==> config.mk <==
export PLATFORM = sky130hd
export DESIGN_NAME = lcg_random_generator_flat
export DESIGN_NICKNAME = d
export VERILOG_FILES = /design/src/rtl/lcg_pkg.sv /design/src/rtl/lcg_if.sv /design/src/rtl/lcg_arith.sv /design/src/rtl/lcg_random_generator.sv /design/src/flat_wrapper.sv
export SDC_FILE = /design/constraint.sdc
export NUM_CORES = 1
export LEC_CHECK = 0
export BUFFER_PORTS_ARGS = -buffer_cell sky130_fd_sc_hd__clkbuf_2
export CORE_ASPECT_RATIO = 1.5
export CORE_MARGIN = 2
export CORE_UTILIZATION = 50
export DETAILED_ROUTE_END_ITERATION = 10
export HOLD_SLACK_MARGIN = 0.1
export PLACE_DENSITY = 0.78
export SETUP_SLACK_MARGIN = 0.02
export SYNTH_ARGS = -nofsm -noshare
export SYNTH_HDL_FRONTEND = slang
export SYNTH_SLANG_ARGS = --single-unit
export TNS_END_PERCENT = 1
==> constraint.sdc <==
create_clock -name clk -period 5.89 [get_ports clk]
set_clock_uncertainty 0.05 [all_clocks]
set_input_delay 1.4725 -clock clk [delete_from_list [all_inputs] [get_ports clk]]
set_output_delay 1.4725 -clock clk [all_outputs]
set_load 0.02 [all_outputs]
==> src/rtl/lcg_pkg.sv <==
// ----------------------------------------------------------------------------
// lcg_pkg
// Shared types and constants for the linear congruential generator: word
// width, reset values, register and command codes, state types.
// ----------------------------------------------------------------------------
package lcg_pkg;

    localparam int LCG_W     = 32;
    localparam int LCG_CNT_W = $clog2(LCG_W);
    localparam int APB_AW    = 4;

    localparam logic [LCG_W-1:0] LCG_RESET_MULT = LCG_W'(65539);
    localparam logic [LCG_W-1:0] LCG_RESET_SEED = LCG_W'(1);

    // Configuration register index (paddr[3:2])
    typedef enum logic [1:0] {
        REG_MULT = 2'd0,
        REG_INCR = 2'd1,
        REG_MOD  = 2'd2
    } reg_idx_t;

    // Input command codes
    typedef enum logic [1:0] {
        CMD_STEP      = 2'd0,
        CMD_LOAD      = 2'd1,
        CMD_LOAD_STEP = 2'd2
    } cmd_t;

    typedef enum logic [1:0] {
        ST_IDLE,
        ST_RUN,
        ST_HOLD
    } top_state_t;

    typedef enum logic [1:0] {
        AR_IDLE,
        AR_MUL,
        AR_MOD
    } arith_state_t;

    typedef struct packed {
        logic busy;
        logic done;
    } arith_status_t;

endpackage

==> src/rtl/lcg_if.sv <==
// ----------------------------------------------------------------------------
// lcg_if
// Valid/ready channel interfaces for the command and result beats.
// ----------------------------------------------------------------------------
interface lcg_in_if;
    logic        valid;
    logic        ready;
    logic [1:0]  cmd;
    logic [31:0] seed_value;

    modport source (output valid, output cmd, output seed_value, input ready);
    modport sink   (input valid, input cmd, input seed_value, output ready);
endinterface

interface lcg_out_if;
    logic        valid;
    logic        ready;
    logic [31:0] random_value;

    modport source (output valid, output random_value, input ready);
    modport sink   (input valid, input random_value, output ready);
endinterface

==> src/rtl/lcg_arith.sv <==
// ----------------------------------------------------------------------------
// lcg_arith
// Serial arithmetic unit: shift-add multiply (one multiplier bit a cycle)
// seeded with the increment, then an optional restoring remainder (one
// dividend bit a cycle) against the modulus.
// ----------------------------------------------------------------------------
module lcg_arith (
    input  logic                         clk,
    input  logic                         rst_n,
    input  logic                         start,
    input  logic [lcg_pkg::LCG_W-1:0]    seed,
    input  logic [lcg_pkg::LCG_W-1:0]    mult,
    input  logic [lcg_pkg::LCG_W-1:0]    incr,
    input  logic [lcg_pkg::LCG_W-1:0]    modulus,
    output lcg_pkg::arith_status_t       status,
    output logic [lcg_pkg::LCG_W-1:0]    result
);

    lcg_pkg::arith_state_t               st_reg, st_next;
    logic [lcg_pkg::LCG_CNT_W-1:0]       cnt_reg, cnt_next;
    logic                                done_reg, done_next;
    logic [lcg_pkg::LCG_W-1:0]           acc_reg, acc_next;
    logic [lcg_pkg::LCG_W-1:0]           md_reg, md_next;
    logic [lcg_pkg::LCG_W-1:0]           mul_sh_reg, mul_sh_next;
    logic [lcg_pkg::LCG_W-1:0]           modv_reg, modv_next;
    logic [lcg_pkg::LCG_W-1:0]           rem_reg, rem_next;
    logic [lcg_pkg::LCG_W-1:0]           div_sh_reg, div_sh_next;
    logic [lcg_pkg::LCG_W-1:0]           result_reg, result_next;

    logic [lcg_pkg::LCG_W-1:0]           acc_sum;
    logic [lcg_pkg::LCG_W:0]             rem_sh;
    logic [lcg_pkg::LCG_W:0]             rem_new;
    logic                                last;

    // Datapath: one partial product or one remainder step
    always_comb
    begin
        acc_sum = acc_reg + (mul_sh_reg[0] ? md_reg : '0);
        rem_sh  = {rem_reg, div_sh_reg[lcg_pkg::LCG_W-1]};
        if (rem_sh >= {1'b0, modv_reg})
        begin
            rem_new = rem_sh - {1'b0, modv_reg};
        end
        else
        begin
            rem_new = rem_sh;
        end
        last = (cnt_reg == lcg_pkg::LCG_CNT_W'(lcg_pkg::LCG_W - 1));
    end

    // Sequencer: next state and datapath loads
    always_comb
    begin
        st_next     = st_reg;
        cnt_next    = cnt_reg;
        done_next   = 1'b0;
        acc_next    = acc_reg;
        md_next     = md_reg;
        mul_sh_next = mul_sh_reg;
        modv_next   = modv_reg;
        rem_next    = rem_reg;
        div_sh_next = div_sh_reg;
        result_next = result_reg;
        unique case (st_reg)
            lcg_pkg::AR_IDLE:
            begin
                if (start)
                begin
                    acc_next    = incr;
                    md_next     = seed;
                    mul_sh_next = mult;
                    modv_next   = modulus;
                    cnt_next    = '0;
                    st_next     = lcg_pkg::AR_MUL;
                end
            end
            lcg_pkg::AR_MUL:
            begin
                acc_next    = acc_sum;
                md_next     = md_reg << 1;
                mul_sh_next = mul_sh_reg >> 1;
                cnt_next    = cnt_reg + 1'b1;
                if (last)
                begin
                    cnt_next = '0;
                    if (modv_reg != '0)
                    begin
                        div_sh_next = acc_sum;
                        rem_next    = '0;
                        st_next     = lcg_pkg::AR_MOD;
                    end
                    else
                    begin
                        result_next = acc_sum;
                        done_next   = 1'b1;
                        st_next     = lcg_pkg::AR_IDLE;
                    end
                end
            end
            lcg_pkg::AR_MOD:
            begin
                rem_next    = rem_new[lcg_pkg::LCG_W-1:0];
                div_sh_next = div_sh_reg << 1;
                cnt_next    = cnt_reg + 1'b1;
                if (last)
                begin
                    cnt_next    = '0;
                    result_next = rem_new[lcg_pkg::LCG_W-1:0];
                    done_next   = 1'b1;
                    st_next     = lcg_pkg::AR_IDLE;
                end
            end
            default:
            begin
                st_next = lcg_pkg::AR_IDLE;
            end
        endcase
    end

    // Control registers
    always_ff @(posedge clk or negedge rst_n)
    begin
        if (!rst_n)
        begin
            st_reg   <= lcg_pkg::AR_IDLE;
            cnt_reg  <= '0;
            done_reg <= 1'b0;
        end
        else
        begin
            st_reg   <= st_next;
            cnt_reg  <= cnt_next;
            done_reg <= done_next;
        end
    end

    // Datapath registers
    always_ff @(posedge clk)
    begin
        acc_reg    <= acc_next;
        md_reg     <= md_next;
        mul_sh_reg <= mul_sh_next;
        modv_reg   <= modv_next;
        rem_reg    <= rem_next;
        div_sh_reg <= div_sh_next;
        result_reg <= result_next;
    end

    assign status.busy = (st_reg != lcg_pkg::AR_IDLE);
    assign status.done = done_reg;
    assign result      = result_reg;

endmodule

==> src/rtl/lcg_random_generator.sv <==
// ----------------------------------------------------------------------------
// lcg_random_generator
// Linear congruential generator: seed = (seed * mult + incr) mod modulus,
// with a zero modulus meaning a plain 32-bit wrap.
// ----------------------------------------------------------------------------
// Usage:
//   in_ch carries command beats (cmd, seed_value). Step emits the next value,
//   load replaces the seed and emits nothing, load-and-step does both; cmd 3
//   is dropped. out_ch carries one random_value beat per step.
//   The APB port writes multiplier (0x0), increment (0x4), modulus (0x8);
//   write only while no command is in flight.
// Sequencing:
//   A load only replaces the seed. A step runs a bit-serial multiply and,
//   when modulus is non-zero, a restoring remainder after it; the value is
//   then registered as the output beat, and only after that is the next
//   command taken, so one command is in work at a time.
// Reset:
//   multiplier 65539, increment 0, modulus 0, seed 1, no result pending.
// Back-pressure:
//   A finished value sits in the output register while the next command is
//   taken; a second result waits in the seed until the register is free,
//   and no further command is taken meanwhile.
// ----------------------------------------------------------------------------
module lcg_random_generator (
    input  logic                           clk,
    input  logic                           rst_n,
    lcg_in_if.sink                         in_ch,
    lcg_out_if.source                      out_ch,
    input  logic                           psel,
    input  logic                           penable,
    input  logic                           pwrite,
    input  logic [lcg_pkg::APB_AW-1:0]     paddr,
    input  logic [31:0]                    pwdata,
    output logic [31:0]                    prdata,
    output logic                           pready
);

    lcg_pkg::top_state_t               state_reg, state_next;
    logic [lcg_pkg::LCG_W-1:0]         seed_reg, seed_next;
    logic                              start_reg, start_next;
    logic                              out_valid_reg, out_valid_next;
    logic [lcg_pkg::LCG_W-1:0]         out_data_reg, out_data_next;
    logic [lcg_pkg::LCG_W-1:0]         mult_reg, incr_reg, mod_reg;

    lcg_pkg::arith_status_t            arith_st;
    logic [lcg_pkg::LCG_W-1:0]         arith_result;
    logic                              in_fire;
    logic                              out_free;
    logic                              cfg_wr;
    lcg_pkg::reg_idx_t                 cfg_idx;

    assign cfg_idx = lcg_pkg::reg_idx_t'(paddr[3:2]);
    assign cfg_wr  = psel && penable && pwrite;
    assign pready  = 1'b1;

    // Configuration writes
    always_ff @(posedge clk or negedge rst_n)
    begin
        if (!rst_n)
        begin
            mult_reg <= lcg_pkg::LCG_RESET_MULT;
            incr_reg <= '0;
            mod_reg  <= '0;
        end
        else if (cfg_wr)
        begin
            unique case (cfg_idx)
                lcg_pkg::REG_MULT: mult_reg <= pwdata;
                lcg_pkg::REG_INCR: incr_reg <= pwdata;
                lcg_pkg::REG_MOD:  mod_reg  <= pwdata;
                default:           ;
            endcase
        end
    end

    // Register read-back
    always_comb
    begin
        unique case (cfg_idx)
            lcg_pkg::REG_MULT: prdata = mult_reg;
            lcg_pkg::REG_INCR: prdata = incr_reg;
            lcg_pkg::REG_MOD:  prdata = mod_reg;
            default:           prdata = '0;
        endcase
    end

    lcg_arith u_arith (
        .clk     (clk),
        .rst_n   (rst_n),
        .start   (start_reg),
        .seed    (seed_reg),
        .mult    (mult_reg),
        .incr    (incr_reg),
        .modulus (mod_reg),
        .status  (arith_st),
        .result  (arith_result)
    );

    assign in_ch.ready = (state_reg == lcg_pkg::ST_IDLE);
    assign in_fire     = in_ch.valid && in_ch.ready;
    assign out_free    = !out_valid_reg || out_ch.ready;

    // Command sequencing and result hand-over
    always_comb
    begin
        state_next     = state_reg;
        seed_next      = seed_reg;
        start_next     = 1'b0;
        out_valid_next = out_valid_reg && !out_ch.ready;
        out_data_next  = out_data_reg;
        unique case (state_reg)
            lcg_pkg::ST_IDLE:
            begin
                if (in_fire)
                begin
                    unique case (lcg_pkg::cmd_t'(in_ch.cmd))
                        lcg_pkg::CMD_STEP:
                        begin
                            start_next = 1'b1;
                            state_next = lcg_pkg::ST_RUN;
                        end
                        lcg_pkg::CMD_LOAD:
                        begin
                            seed_next = in_ch.seed_value;
                        end
                        lcg_pkg::CMD_LOAD_STEP:
                        begin
                            seed_next  = in_ch.seed_value;
                            start_next = 1'b1;
                            state_next = lcg_pkg::ST_RUN;
                        end
                        default:
                        begin
                        end
                    endcase
                end
            end
            lcg_pkg::ST_RUN:
            begin
                if (arith_st.done)
                begin
                    seed_next = arith_result;
                    if (out_free)
                    begin
                        out_valid_next = 1'b1;
                        out_data_next  = arith_result;
                        state_next     = lcg_pkg::ST_IDLE;
                    end
                    else
                    begin
                        state_next = lcg_pkg::ST_HOLD;
                    end
                end
            end
            lcg_pkg::ST_HOLD:
            begin
                if (out_free)
                begin
                    out_valid_next = 1'b1;
                    out_data_next  = seed_reg;
                    state_next     = lcg_pkg::ST_IDLE;
                end
            end
            default:
            begin
                state_next = lcg_pkg::ST_IDLE;
            end
        endcase
    end

    // Control state, seed and output beat
    always_ff @(posedge clk or negedge rst_n)
    begin
        if (!rst_n)
        begin
            state_reg     <= lcg_pkg::ST_IDLE;
            seed_reg      <= lcg_pkg::LCG_RESET_SEED;
            start_reg     <= 1'b0;
            out_valid_reg <= 1'b0;
        end
        else
        begin
            state_reg     <= state_next;
            seed_reg      <= seed_next;
            start_reg     <= start_next;
            out_valid_reg <= out_valid_next;
        end
    end

    always_ff @(posedge clk)
    begin
        out_data_reg <= out_data_next;
    end

    assign out_ch.valid        = out_valid_reg;
    assign out_ch.random_value = out_data_reg;

`ifndef SYNTHESIS
    // A new command is only taken when the serial unit is free
    a_ready_idle: assert property (@(posedge clk) disable iff (!rst_n)
        in_ch.ready |-> !arith_st.busy)
        else $error("command taken while arithmetic busy");

    // The unit only finishes while a step is outstanding
    a_done_in_run: assert property (@(posedge clk) disable iff (!rst_n)
        arith_st.done |-> (state_reg == lcg_pkg::ST_RUN))
        else $error("arithmetic done outside a step");

    // A start always finds the unit idle and leads into work
    a_start_idle: assert property (@(posedge clk) disable iff (!rst_n)
        start_reg |-> !arith_st.busy ##1 arith_st.busy)
        else $error("start issued to a busy unit");
`endif

endmodule

==> src/flat_wrapper.sv <==
// flat-port wrapper written by rule: the top's interface ports become plain ports
module lcg_random_generator_flat 
  (clk, rst_n, psel, penable, pwrite, paddr, pwdata, prdata, pready, in_ch_valid, in_ch_cmd, in_ch_seed_value, in_ch_ready, out_ch_valid, out_ch_random_value, out_ch_ready);
  lcg_in_if in_ch_i ();
  lcg_out_if out_ch_i ();
  input  logic clk;
  input  logic rst_n;
  input  logic psel;
  input  logic penable;
  input  logic pwrite;
  input  logic [lcg_pkg::APB_AW-1:0] paddr;
  input  logic [31:0] pwdata;
  output logic [31:0] prdata;
  output logic pready;
  input wire logic [$bits(in_ch_i.valid)-1:0] in_ch_valid;
  input wire logic [$bits(in_ch_i.cmd)-1:0] in_ch_cmd;
  input wire logic [$bits(in_ch_i.seed_value)-1:0] in_ch_seed_value;
  output wire logic [$bits(in_ch_i.ready)-1:0] in_ch_ready;
  output wire logic [$bits(out_ch_i.valid)-1:0] out_ch_valid;
  output wire logic [$bits(out_ch_i.random_value)-1:0] out_ch_random_value;
  input wire logic [$bits(out_ch_i.ready)-1:0] out_ch_ready;
  assign in_ch_i.valid = in_ch_valid;
  assign in_ch_i.cmd = in_ch_cmd;
  assign in_ch_i.seed_value = in_ch_seed_value;
  assign in_ch_ready = in_ch_i.ready;
  assign out_ch_valid = out_ch_i.valid;
  assign out_ch_random_value = out_ch_i.random_value;
  assign out_ch_i.ready = out_ch_ready;
  lcg_random_generator u_core (.clk(clk), .rst_n(rst_n), .in_ch(in_ch_i), .out_ch(out_ch_i), .psel(psel), .penable(penable), .pwrite(pwrite), .paddr(paddr), .pwdata(pwdata), .prdata(prdata), .pready(pready));
endmodule
==> summary.md <==
| Metric | Value |
|---|---|
| Rows | 90 |
| Post-CTS setup buffers | 0 |
| Startpoint Class | primary input |
| Max Root-Sink Buffers | 3 |
| Logic pwr share | 34.1% |
| Pwr Total | 10.1 mW |
| Synth Area per Inst | 12.1 sq um |
| # clock sinks | 396 |
| Initial DRC count | 767 |
| CP dominant cell by count | clkbuf_2 |
| Worst slew pin tran | 1120 ps |
| Synth Area in Compound Gates | 10.3% |
| Syn nets | 1,845 |
| Die X | 169 um |
| Die height | 252 um |
| Post-synthesis cell type count | 77 |
| Worst setup margin | 1240 ps |
| GP Congestion | 0.938 |
| Top cell type's share of synthesized area | 37.6% |
| Finished Core Util | 56.9% |
| Rel. slew slack | 25.6% |
| Vias in the first global route | 14.0k |
| Post-route minimum period | 4650 ps |
| IO Port Bufs | 140 |
| First-pass GRT wire length | 74.9 mm |
| Antenna Cells | 0 |
| Simple-gate share of the synthesized area | 8.80% |
| Sequential share of the synthesized area | 54.7% |
| Reg-to-reg endpoint | u_core.u_arith.acc_reg[28]$_DFFE_PP_ |
| Synth Area in Adders | 4.66% |
| Die Footprint | 42,600 sq um |
| Final Max Slew Viols | 0 |
| # fillers | 3,286 |
| Netlist Area Pre-Place | 20,500 sq um |
| Power per Cell Area | 442 nW/um^2 |
| GR Overflow Total | 0 |
| Cell taking the most area after synthesis | edfxtp_1 |
| Post-CTS sizing | 0 |
| Vias | 13.6k |
| Status | completed |
| Setup violations, final | 0 |
| Synth Instances | 1,693 |
| Top cells by area, synth | edfxtp_1 (38%), dfrtp_1 (17%), mux2_2 (11%) |
| Final routed DRC violation total | 0 |
| DRT Wirelength | 46.8 mm |
| Hold Path Class | register to register |
| Hold path start | u_core.mod_reg[7]$_DFFE_PN0P_ |
| Fmax | 215 MHz |
| Max stage delay cell, worst path | clkbuf_2 |
| Hold EP | u_core.u_arith.modv_reg[7]$_DFFE_PP_ |
| Yosys warnings | 0 |
| CP Cell Sequence | clkbuf_2 > nor2b_2 > buf_4 > nand2_1 > o21ai_0 > clkbuf_2 |
| Boundary pin count | 144 |
| Ys flop type | edfxtp_1 |
| Finished Layout Cells | 2,356 |
| Worst-skew pair later-pin latency | 540 ps |
| WHS Path Cells | 0 |
| Pint | 6.68 mW |
| VDD IR-drop max | 0.217 mV |
| Clock Power Share | 24.0% |
| Worst-path clk slew | 60 ps |
| Worst Setup End Kind | primary output |
| Fraction of layout instances using a drive strength above 1 | 24.6% |
| Largest family of logic cells by synthesized area | multiplexers |
| Routed wire length per instance | 19.9 um |
| Nets | 1,973 |
| Sum of negative setup slack | 0 ps |
| FF+latch count, synth | 396 |
| Pre-CTS setup slack | 1250 ps |
| Async SR Flop Fraction | 35.4% |
| Largest net degree at the start of global routing | 73 |
| Root buf cell | clkbuf_16 |
| Post-synthesis mux area share | 16.4% |
| H-tree depth | 2 |
| Crit-path max cell delay | 460 ps |
| Sequential power share | 41.9% |
| Reg2Reg Depth | 12 |
| Num CTS Buffers | 38 |
| FF-to-FF Start | u_core.u_arith.mul_sh_reg[0]$_DFFE_PP_ |
| Register-to-register setup slack | 1420 ps |
| Number of hold buffers added after cts | 0 |
| Initial Util | 50.8% |
| Final period util | 78.9% |
| CTS tree | yes |
| Psw | 3.47 mW |
| Leakage | 9.14 nW |
| Via density | 5.76 |
| Max-cap violations | 0 |
| Fin. Hold Viols | 0 |
| Initial antenna violation count | 0 |
| CORE AREA | 40,300 sq um |
| DRT Pass-1 Iters | 5 |
| Switching part of the total power | 34.2% |
| Post-Place Cells | 2,287 |
| Kind of critical path | primary input to primary output |
| Post-DP HPWL | 33.7 mm |
| RSZ-0062 raised after global routing | no |
| WP data arrival | 3120 ps |
| XOR/XNOR share of the synthesized area | 2.40% |
| Area Growth Syn to Fin | 12.1% |
| Req. time, crit path | 4370 ps |
| GRT Util Overall | 22.1% |
| Remaining antenna violation count | 0 |
| Post-synth EDFFs | 256 |
| Critical Path Fanout Max | 32 |
[synthesized netlist by cell type, types with 11 or more instances]
cell	count
a31oi_1	12
a21oi_1	96
edfxtp_1	256
nor3_1	11
mux2_2	203
o21ai_1	18
a21o_1	49
mux2i_1	107
nand3_1	25
nor2b_1	17
and2_1	42
clkbuf_1	60
xor2_1	22
xnor2_1	34
dfrtp_1	136
nor2_1	93
nand2_1	145
ha_1	73
inv_1	66
o21ai_0	84
[layer usage]
| metal | track usage [%] | vias up | wire length [um] |
|---|---|---|---|
| li1 | - | 6455 | - |
| met1 | 28.8 | 6654 | 19800 |
| met2 | 37.7 | 374 | 23200 |
| met3 | 2.62 | 84 | 2050 |
| met4 | 8.52 | 0 | 1700 |
| met5 | 0 | - | 0 |
[critical path: cells and delay by family]
family / cells / cell delay, ps
buf+inv: 3 / 1100
simple gates: 2 / 340
compound gates: 1 / 190
[power groups by stage]
| stage | registers [mW] | logic (mW) | clock network [mW] |
|---|---|---|---|
| detailed placement | 4.29 | 3.42 | 0 |
| global placement | 4.26 | 3.30 | 0 |
| CTS | 4.24 | 3.46 | 2.48 |
| floorplan | 4.22 | 2.52 | 0 |
| global route | 4.32 | 3.81 | 2.56 |
| finish | 4.25 | 3.46 | 2.43 |
[how the worst max path moves through the flow]
stage | from | to | slack, ps | depth (start not counted)
CTS | paddr[3] | prdata[23] | 1240 | 6
detailed placement | paddr[3] | prdata[23] | 1250 | 6
floorplan | u_core.u_arith.st_reg[1]$_DFFE_PN0P_ | u_core.u_arith.div_sh_reg[0]$_SDFFCE_PP0P_ | 640 | 7
finish | paddr[3] | prdata[23] | 1240 | 6
global route | paddr[3] | prdata[23] | 1150 | 6
global placement | paddr[3] | prdata[23] | 1270 | 6
[logic make-up (layout without fill, tap and decap cells)]
kind of cell	count (synthesis)	count (layout)
flip-flops	396	396
multiplexers	310	310
AND/OR/NAND/NOR	384	384
buffers and inverters	142	299
adder cells (fa/ha/maj)	75	75
XOR/XNOR	56	56
other	1	1
AO/OA/AOI/OAI	329	329
[cells in the final DEF, fill, tap and decap left out, drive strengths merged, types with 9 or more instances in the layout]
| cell | netlist | routed |
|---|---|---|
| edfxtp | 256 | 256 |
| mux2 | 203 | 203 |
| clkbuf | 60 | 192 |
| nand2 | 145 | 145 |
| dfrtp | 136 | 136 |
| mux2i | 107 | 107 |
| o21ai | 102 | 102 |
| a21oi | 97 | 97 |
| nor2 | 93 | 93 |
| ha | 73 | 73 |
| inv | 67 | 69 |
| a21o | 49 | 49 |
| and2 | 42 | 42 |
| xnor2 | 34 | 34 |
| nand3 | 25 | 25 |
| buf | 15 | 24 |
| xor2 | 22 | 22 |
| nor2b | 17 | 17 |
| a31oi | 14 | 14 |
| nor3 | 11 | 11 |
| and3 | 10 | 10 |
| o21bai | 10 | 10 |
| o21a | 10 | 10 |
| nor4 | 10 | 10 |
| clkinv | 0 | 9 |
[area by class of cell]
class	count	area (sq um)	share of cell area, %
clock buffer	53	1060	4.61
sequential	396	11200	48.8
timing repair buffer	163	880	3.83
clock inverter	16	154	0.671
inverter	67	251	1.10
tap	506	633	2.76
multi-input combinational	1155	8780	38.2
[per-stage QoR]
stage | instance area [sq um] | hold slack [ps]
2_1_floorplan | 20500 | 391
3_3_place_gp | 21700 | 400
3_5_place_dp | 21700 | 408
4_1_cts | 22900 | 421
5_1_grt | 22900 | 441
6_report | 22900 | 420
Note: power is estimated with default switching activity, not from simulation.
